File: src/rtl/bls_pkg.sv
`timescale 1ns / 1ps
package bls_pkg;

  typedef enum logic [2:0] {
    PH_OFF     = 3'd0,
    PH_HELLO   = 3'd1,
    PH_PROFILE = 3'd2,
    PH_QUERY   = 3'd3,
    PH_STATUS  = 3'd4,
    PH_FAIL    = 3'd5
  } phase_t;

  typedef enum logic [1:0] {
    REQ_NONE    = 2'd0,
    REQ_HELLO   = 2'd1,
    REQ_PROFILE = 2'd2,
    REQ_STATUS  = 2'd3
  } req_t;

  // configuration register indexes
  localparam logic [1:0] CFG_TIMEOUT  = 2'd0;
  localparam logic [1:0] CFG_MAX_FAIL = 2'd1;

  localparam int unsigned TIMEOUT_W = 16;
  localparam int unsigned MAXFAIL_W = 8;
  localparam int unsigned ELAPSED_W = 17;
  localparam int unsigned FAILCNT_W = 9;

  localparam logic [TIMEOUT_W-1:0] TIMEOUT_RST  = 16'd5;
  localparam logic [MAXFAIL_W-1:0] MAXFAIL_RST  = 8'd10;
  localparam logic [ELAPSED_W-1:0] ELAPSED_MAX  = 17'h1FFFF;
  localparam logic [FAILCNT_W-1:0] FAILCNT_MAX  = 9'h1FF;

  // reply latch bit positions
  localparam int unsigned LATCH_HELLO   = 0;
  localparam int unsigned LATCH_PROFILE = 1;
  localparam int unsigned LATCH_STATUS  = 2;

  typedef struct packed {
    logic tick;
    logic tx_busy;
    logic hello_reply;
    logic profile_reply;
    logic status_reply;
  } poll_t;

  typedef struct packed {
    req_t   request;
    phase_t phase;
    logic   com_error;
    logic   locked_out;
  } result_t;

endpackage

File: src/rtl/bls_in_stage.sv
`timescale 1ns / 1ps
module bls_in_stage (
  input  logic           clk,
  input  logic           rst_n,
  input  logic           in_valid,
  output logic           in_ready,
  input  bls_pkg::poll_t in_poll,
  input  logic           advance,
  output logic           poll_valid,
  output bls_pkg::poll_t poll
);

  logic           valid_r;
  logic           valid_nxt;
  bls_pkg::poll_t poll_r;

  assign in_ready   = !valid_r || advance;
  assign valid_nxt  = in_ready ? in_valid : valid_r;
  assign poll_valid = valid_r;
  assign poll       = poll_r;

  always_ff @(posedge clk) begin
    if (!rst_n) begin
      valid_r <= 1'b0;
    end else begin
      valid_r <= valid_nxt;
    end
  end

  always_ff @(posedge clk) begin
    if (in_valid && in_ready) begin
      poll_r <= in_poll;
    end
  end

endmodule

File: src/rtl/bls_core.sv
`timescale 1ns / 1ps
module bls_core (
  input  logic                            clk,
  input  logic                            rst_n,
  input  logic                            fire,
  input  bls_pkg::poll_t                  poll,
  input  logic                            cfg_we,
  input  logic [1:0]                      cfg_index,
  input  logic [bls_pkg::TIMEOUT_W-1:0]   cfg_data,
  output bls_pkg::result_t                res
);

  logic [bls_pkg::TIMEOUT_W-1:0] timeout_r;
  logic [bls_pkg::MAXFAIL_W-1:0] maxfail_r;

  bls_pkg::phase_t               phase_r,   phase_nxt;
  logic [bls_pkg::ELAPSED_W-1:0] elapsed_r, elapsed_nxt;
  logic [2:0]                    latch_r,   latch_nxt;
  logic [bls_pkg::FAILCNT_W-1:0] failcnt_r, failcnt_nxt;
  logic                          lock_r,    lock_nxt;
  logic                          alarm_r,   alarm_nxt;

  logic [bls_pkg::ELAPSED_W-1:0] el_tick;
  logic [2:0]                    lat_in;
  logic [bls_pkg::ELAPSED_W-1:0] to_ext;
  logic [bls_pkg::FAILCNT_W-1:0] fc_inc;
  logic                          wait_bit;
  logic                          in_time;
  logic                          late;
  bls_pkg::phase_t               wait_next;
  bls_pkg::req_t                 req;

  always_ff @(posedge clk) begin
    if (!rst_n) begin
      timeout_r <= bls_pkg::TIMEOUT_RST;
      maxfail_r <= bls_pkg::MAXFAIL_RST;
    end else if (cfg_we) begin
      unique case (cfg_index)
        bls_pkg::CFG_TIMEOUT:  timeout_r <= cfg_data;
        bls_pkg::CFG_MAX_FAIL: maxfail_r <= cfg_data[bls_pkg::MAXFAIL_W-1:0];
        default: ;
      endcase
    end
  end

  always_ff @(posedge clk) begin
    if (!rst_n) begin
      phase_r   <= bls_pkg::PH_OFF;
      elapsed_r <= '0;
      latch_r   <= '0;
      failcnt_r <= '0;
      lock_r    <= 1'b0;
      alarm_r   <= 1'b0;
    end else if (fire) begin
      phase_r   <= phase_nxt;
      elapsed_r <= elapsed_nxt;
      latch_r   <= latch_nxt;
      failcnt_r <= failcnt_nxt;
      lock_r    <= lock_nxt;
      alarm_r   <= alarm_nxt;
    end
  end

  always_comb begin
    el_tick = (poll.tick && elapsed_r != bls_pkg::ELAPSED_MAX) ?
              elapsed_r + 17'd1 : elapsed_r;
    lat_in  = latch_r | {poll.status_reply, poll.profile_reply, poll.hello_reply};
    to_ext  = {1'b0, timeout_r};
    late    = el_tick > to_ext;
    in_time = el_tick < to_ext;
    fc_inc  = (failcnt_r != bls_pkg::FAILCNT_MAX) ? failcnt_r + 9'd1 : failcnt_r;

    wait_bit  = 1'b0;
    wait_next = bls_pkg::PH_FAIL;
    case (phase_r)
      bls_pkg::PH_HELLO: begin
        wait_bit  = lat_in[bls_pkg::LATCH_HELLO];
        wait_next = bls_pkg::PH_PROFILE;
      end
      bls_pkg::PH_PROFILE: begin
        wait_bit  = lat_in[bls_pkg::LATCH_PROFILE];
        wait_next = bls_pkg::PH_QUERY;
      end
      bls_pkg::PH_STATUS: begin
        wait_bit  = lat_in[bls_pkg::LATCH_STATUS];
        wait_next = bls_pkg::PH_QUERY;
      end
      default: ;
    endcase

    phase_nxt   = phase_r;
    elapsed_nxt = el_tick;
    latch_nxt   = lat_in;
    failcnt_nxt = failcnt_r;
    lock_nxt    = lock_r;
    alarm_nxt   = alarm_r;
    req         = bls_pkg::REQ_NONE;

    if (!poll.tx_busy) begin
      unique case (phase_r)
        bls_pkg::PH_OFF: begin
          req         = bls_pkg::REQ_HELLO;
          phase_nxt   = bls_pkg::PH_HELLO;
          elapsed_nxt = '0;
        end
        bls_pkg::PH_HELLO, bls_pkg::PH_PROFILE, bls_pkg::PH_STATUS: begin
          if (wait_bit && in_time) begin
            phase_nxt   = wait_next;
            elapsed_nxt = '0;
            if (phase_r == bls_pkg::PH_HELLO) begin
              req = bls_pkg::REQ_PROFILE;
            end
          end else if (late) begin
            phase_nxt   = bls_pkg::PH_FAIL;
            elapsed_nxt = '0;
          end
        end
        bls_pkg::PH_QUERY: begin
          req         = bls_pkg::REQ_STATUS;
          phase_nxt   = bls_pkg::PH_STATUS;
          elapsed_nxt = '0;
          // drop any status answer seen in the same poll as the query
          latch_nxt[bls_pkg::LATCH_STATUS] = 1'b0;
        end
        bls_pkg::PH_FAIL: begin
          if (!lock_r) begin
            if (late) begin
              failcnt_nxt = fc_inc;
              elapsed_nxt = '0;
              if (fc_inc > {1'b0, maxfail_r}) begin
                lock_nxt = 1'b1;
              end else begin
                phase_nxt = bls_pkg::PH_OFF;
                latch_nxt = '0;
              end
            end
          end else begin
            alarm_nxt = 1'b1;
          end
        end
        default: ;
      endcase
    end

    res.request    = req;
    res.phase      = phase_nxt;
    res.com_error  = alarm_nxt;
    res.locked_out = lock_nxt;
  end

endmodule

File: src/rtl/bls_out_stage.sv
`timescale 1ns / 1ps
module bls_out_stage (
  input  logic             clk,
  input  logic             rst_n,
  input  logic             load,
  input  bls_pkg::result_t res,
  output logic             slot_free,
  output logic             out_valid,
  input  logic             out_ready,
  output bls_pkg::result_t out_res
);

  logic             valid_r;
  logic             valid_nxt;
  bls_pkg::result_t res_r;

  assign slot_free = !valid_r || out_ready;
  assign valid_nxt = load || (valid_r && !out_ready);
  assign out_valid = valid_r;
  assign out_res   = res_r;

  always_ff @(posedge clk) begin
    if (!rst_n) begin
      valid_r <= 1'b0;
    end else begin
      valid_r <= valid_nxt;
    end
  end

  always_ff @(posedge clk) begin
    if (load) begin
      res_r <= res;
    end
  end

endmodule

File: src/rtl/link_bringup_sequencer.sv
`timescale 1ns / 1ps
// Path: a poll waits in the input register, then its result in the result
// register. Throughput: one poll per cycle unless out_ready stalls; the input
// and result registers let a new poll enter while a result waits on out_ready.
// Reset: synchronous on rst_n low; phase off, timers, latches, failure count,
// lockout and alarm cleared, timeout back to 5 and failure limit back to 10.
module link_bringup_sequencer (
  input  logic        clk,
  input  logic        rst_n,
  input  logic        in_valid,
  output logic        in_ready,
  input  logic        in_tick,
  input  logic        in_tx_busy,
  input  logic        in_hello_reply,
  input  logic        in_profile_reply,
  input  logic        in_status_reply,
  output logic        out_valid,
  input  logic        out_ready,
  output logic [1:0]  out_request,
  output logic [2:0]  out_phase,
  output logic        out_com_error,
  output logic        out_locked_out,
  input  logic        cfg_valid,
  output logic        cfg_ready,
  input  logic [1:0]  cfg_index,
  input  logic [15:0] cfg_data
);

  bls_pkg::poll_t   in_poll;
  bls_pkg::poll_t   poll;
  bls_pkg::result_t res;
  bls_pkg::result_t out_res;
  logic             poll_valid;
  logic             slot_free;
  logic             advance;

  assign in_poll.tick          = in_tick;
  assign in_poll.tx_busy       = in_tx_busy;
  assign in_poll.hello_reply   = in_hello_reply;
  assign in_poll.profile_reply = in_profile_reply;
  assign in_poll.status_reply  = in_status_reply;

  assign advance   = poll_valid && slot_free;
  assign cfg_ready = 1'b1;

  bls_in_stage u_in (
    .clk        (clk),
    .rst_n      (rst_n),
    .in_valid   (in_valid),
    .in_ready   (in_ready),
    .in_poll    (in_poll),
    .advance    (advance),
    .poll_valid (poll_valid),
    .poll       (poll)
  );

  bls_core u_core (
    .clk       (clk),
    .rst_n     (rst_n),
    .fire      (advance),
    .poll      (poll),
    .cfg_we    (cfg_valid && cfg_ready),
    .cfg_index (cfg_index),
    .cfg_data  (cfg_data),
    .res       (res)
  );

  bls_out_stage u_out (
    .clk       (clk),
    .rst_n     (rst_n),
    .load      (advance),
    .res       (res),
    .slot_free (slot_free),
    .out_valid (out_valid),
    .out_ready (out_ready),
    .out_res   (out_res)
  );

  assign out_request    = out_res.request;
  assign out_phase      = out_res.phase;
  assign out_com_error  = out_res.com_error;
  assign out_locked_out = out_res.locked_out;

endmodule

File: config.mk
export PLATFORM = sky130hd
export DESIGN_NAME = link_bringup_sequencer
export DESIGN_NICKNAME = d
export VERILOG_FILES = /design/src/rtl/bls_pkg.sv /design/src/rtl/bls_in_stage.sv /design/src/rtl/bls_core.sv /design/src/rtl/bls_out_stage.sv /design/src/rtl/link_bringup_sequencer.sv
export SDC_FILE = /design/constraint.sdc
export NUM_CORES = 1
export LEC_CHECK = 0
export BUFFER_PORTS_ARGS = -buffer_cell sky130_fd_sc_hd__buf_2
export CORE_ASPECT_RATIO = 0.7
export CORE_UTILIZATION = 25
export DETAILED_ROUTE_END_ITERATION = 6
export SYNTH_ARGS = -nofsm -noshare
export SYNTH_HDL_FRONTEND = slang
export SYNTH_SLANG_ARGS = --single-unit
File: constraint.sdc
create_clock -name clk -period 11.4 [get_ports clk]
set_clock_uncertainty 0.2 [all_clocks]
set_input_delay 2.28 -clock clk [delete_from_list [all_inputs] [get_ports clk]]
set_output_delay 2.28 -clock clk [all_outputs]
set_load 0.01 [all_outputs]
==> results.py <==
metrics = {
    "run": {
        "cap_violations": 0,
    },
    "hold_path": {
        "hp-class": "flip-flop to flip-flop",
        "holdPathStages": 2,
        "hold-path-endpoint": "u_core.timeout_r[1]",
        "min_from": "u_core.timeout_r[1]",
    },
    "clocking": {
        "clk_path_buf_depth": 2,
        "insertion_delay_ns": 0.35,
        "postCtsHoldBufs": 0,
        "post_cts_buffers": 0,
        "cts_resized": 0,
        "clock-sinks": 72,
        "cts_buffers": 9,
        "cts-root-buf": "clkbuf_16",
        "htree_levels": 3,
        "clk_pin_slew_worst_paths_ns": 0.05,
        "cts_tree": "done",
    },
    "worst_setup_path": {
        "cp_cell_sequence": "buf_2 > nor2b_1 > nand2_1 > buf_2",
        "crit_start": "out_ready",
        "arrival_ns": 2.80,
        "crit_fanout": 4,
        "path_class": "input pin to primary output",
        "start_kind": "input pin",
        "r2r_end": "u_core.elapsed_r[14]",
        "reg2regPathDepth": 17,
        "crit_path_frequent_cell": "buf_2",
        "reg2reg_from": "u_core.elapsed_r[3]",
        "crit_buf_inv": 2,
        "crit_family": "simple AND/OR/NAND/NOR gates",
        "slowest_delay_ns": 0.19,
        "cp_slowest_cell": "nor2b_1",
        "crit_path_end_kind": "primary output",
        "required_ns": 8.92,
        "r2r_setup_slack_ns": 6.23,
    },
    "synth": {
        "yosys.area.top_type": "dfxtp_1",
        "synth_fp_nets": 523,
        "synthArstFlopShare": 0,
        "synth.cell_area_um2": 4051,
        "synth_cell_types": 54,
        "syn_area_per_cell_um2": 8.657,
        "synthCells": 468,
        "synth_edf_count": 12,
        "ys.flop_type": "dfxtp_1",
        "ys_seq_area_frac": 0.3854,
        "synth_area_leaders": "dfxtp_1 (30%), edfxtp_1 (8.9%), ha_1 (8.3%)",
        "ys_warn_count": 0,
        "synth_top_cell_area_share": 0.2965,
        "ys_seq_elements": 72,
    },
    "power_and_ir_drop": {
        "peakVddDrop_mv": 0.06938,
        "powerDensity_nw_per_um2": 131.5,
        "leakage_uw": 0.001954,
    },
    "drt": {
        "drt-total-wl_um": 9944,
        "post_drt_wl_per_cell_um": 14.13,
        "drc": 0,
        "viasPerCell": 4.797,
        "drtIter0Drc": 230,
        "antenna_left": 0,
        "vias": 3377,
        "dr.pass1.iters": 4,
    },
    "global_route": {
        "grt_max_degree": 40,
        "grt_util_met1": 0.1780,
        "grt_pass1_wl_um": 17250,
        "met2_usage": 0.1984,
        "grtUsageTotal": 0.1330,
        "antenna_found_initial": 0,
        "gr-usage-met3": 0.04449,
        "grt_pass1_vias": 3491,
        "overflow": 0,
        "top_usage_layer": "met2",
    },
    "finish": {
        "syn_to_final_growth_pct": 17.60,
        "final_area_um2": 4765,
        "nNetsFinal": 554,
        "diodes": 0,
        "regArea_um2": 1562,
        "fillers": 1620,
        "drive_gt1_frac": 0.1310,
        "multiInputGateArea_um2": 2325,
    },
    "floorplanning": {
        "die_w_um": 154.2,
        "num_rows": 38,
        "io_pins": 38,
        "die_y_um": 108.5,
        "coreArea_um2": 15640,
        "die_area_um2": 16730,
        "initial_core_util": 0.2590,
    },
    "timing": {
        "slew_headroom": 0.2585,
        "tns_ns": 0,
        "timing_hold_violations_final": 0,
        "rsz0062_at_grt": "false",
        "setup_violations": 0,
        "finalMaxSlewViolations": 0,
        "tightest_slew_ns": 1.104,
        "fmax_mhz": 189.6,
        "period_needed_ns": 5.276,
        "min_period_over_period": 0.4628,
    },
    "place": {
        "dp_hpwl_um": 7353,
        "portBuffers": 36,
        "gp_congestion": 0.8426,
        "place_area_um2": 4425,
    },
    "outcome": {
        "status": "finished, final reports clean",
    },
}
[kinds of logic after synthesis]
logic type                 synth area share
DFF                                  0.3854
muxes                               0.02285
and+or+nand+nor                      0.2143
adders and majority gates           0.08585
xor gates and xnor gates            0.06918
buffers and inverters               0.04200
AOI/OAI and AO/OA                    0.1794
other                             0.0009256
[cell usage in the layout (no fill, tap or decap), types with 3 or more instances in the layout]
master	synthesis	routed
clkbuf_8	0	4
o21ai_0	14	14
dfxtp_1	60	60
xor2_1	16	16
and3_1	5	5
a211oi_1	7	7
inv_1	27	27
a22o_1	9	9
ha_1	27	27
nand2b_1	8	8
nand3_1	18	18
nor2_1	42	42
xnor2_1	16	16
edfxtp_1	12	12
nor2b_1	3	3
o21a_1	4	4
nor3_1	13	13
and2_1	5	5
a21o_1	6	6
a21oi_1	33	33
buf_2	1	36
o211ai_1	5	5
nand2_1	64	64
nand4_1	9	9
a31oi_1	4	4
and4_1	5	5
clkbuf_16	0	10
mux2i_1	7	7
[routing by layer]
layer / vias up / routed length, um
met2: 81 / 4139
met3: 5 / 618
li1: 1717 / -
met5: - / 0
met4: 0 / 40
met1: 1574 / 5145
[worst max-delay path by stage]
stage / to / slack (ns) / depth (start not counted)
2_1_floorplan: in_ready / 6.34 / 2
3_3_place_gp: in_ready / 6.13 / 4
3_5_place_dp: in_ready / 6.11 / 4
4_1_cts: in_ready / 6.11 / 4
5_1_grt: u_core.elapsed_r[12] / 5.81 / 17
6_report: in_ready / 6.12 / 4
[layout make-up]
cell class	instances	share of cell area
multi-input cells	352	0.4879
flip-flops and latches	72	0.3277
clock buffers	15	0.06486
well taps	200	0.05252
repair buffers	37	0.03939
inverters	27	0.02127
clock inverters	1	0.006303
[registers in the layout, indices dropped and copies added, names as in the netlist]
register	flops
u_core.alarm_r	1
u_core.elapsed_r	17
u_core.failcnt_r	9
u_core.latch_r	3
u_core.lock_r	1
u_core.maxfail_r	8
u_core.phase_r	3
u_core.timeout_r	16
u_in.poll	5
u_in.poll_valid	1
u_out.out_res	7
u_out.out_valid	1
[stage by stage]
step	util	setup slack, ns	hold slack (ns)	power, uW	instances
after floorplan	-	6.343	0.2363	304.0	468
after global placement	0.2829	6.129	0.2478	319.6	688
after detailed placement	0.2829	6.115	0.2468	321.4	688
after CTS	0.3046	6.114	0.2545	635.4	704
after global routing	0.3046	5.808	0.2702	655.5	704
final	0.3046	6.124	0.2523	626.8	704
[cell usage after synthesis, types with 2 or more instances]
cell,instances
a2111oi_2,2
a2111oi_4,2
a211oi_1,7
a21o_1,6
a21oi_1,33
a22o_1,9
a31oi_1,4
and2_1,5
and3_1,5
and4_1,5
clkbuf_1,14
dfxtp_1,60
edfxtp_1,12
ha_1,27
inv_1,27
mux2_2,2
mux2i_1,7
nand2_1,64
nand2b_1,8
nand3_1,18
nand3b_1,2
nand4_1,9
nor2_1,42
nor2b_1,3
nor3_1,13
nor3b_1,2
o211a_1,2
o211ai_1,5
o21a_1,4
o21ai_0,14
o22ai_1,2
xnor2_1,16
xor2_1,16
[tightest hold or removal path, stage by stage (launching register included)]
cell and delay, ns:
dfxtp_1 0.30, nand2_1 0.05, a21oi_1 0.05
[report_power, final]
group	total [uW]	switching (uW)	internal [uW]
Combinational	45.7	28.9	16.8
Sequential	270	4.68	265
Clock	311	105	207
Note: power is estimated with default switching activity, not from simulation.
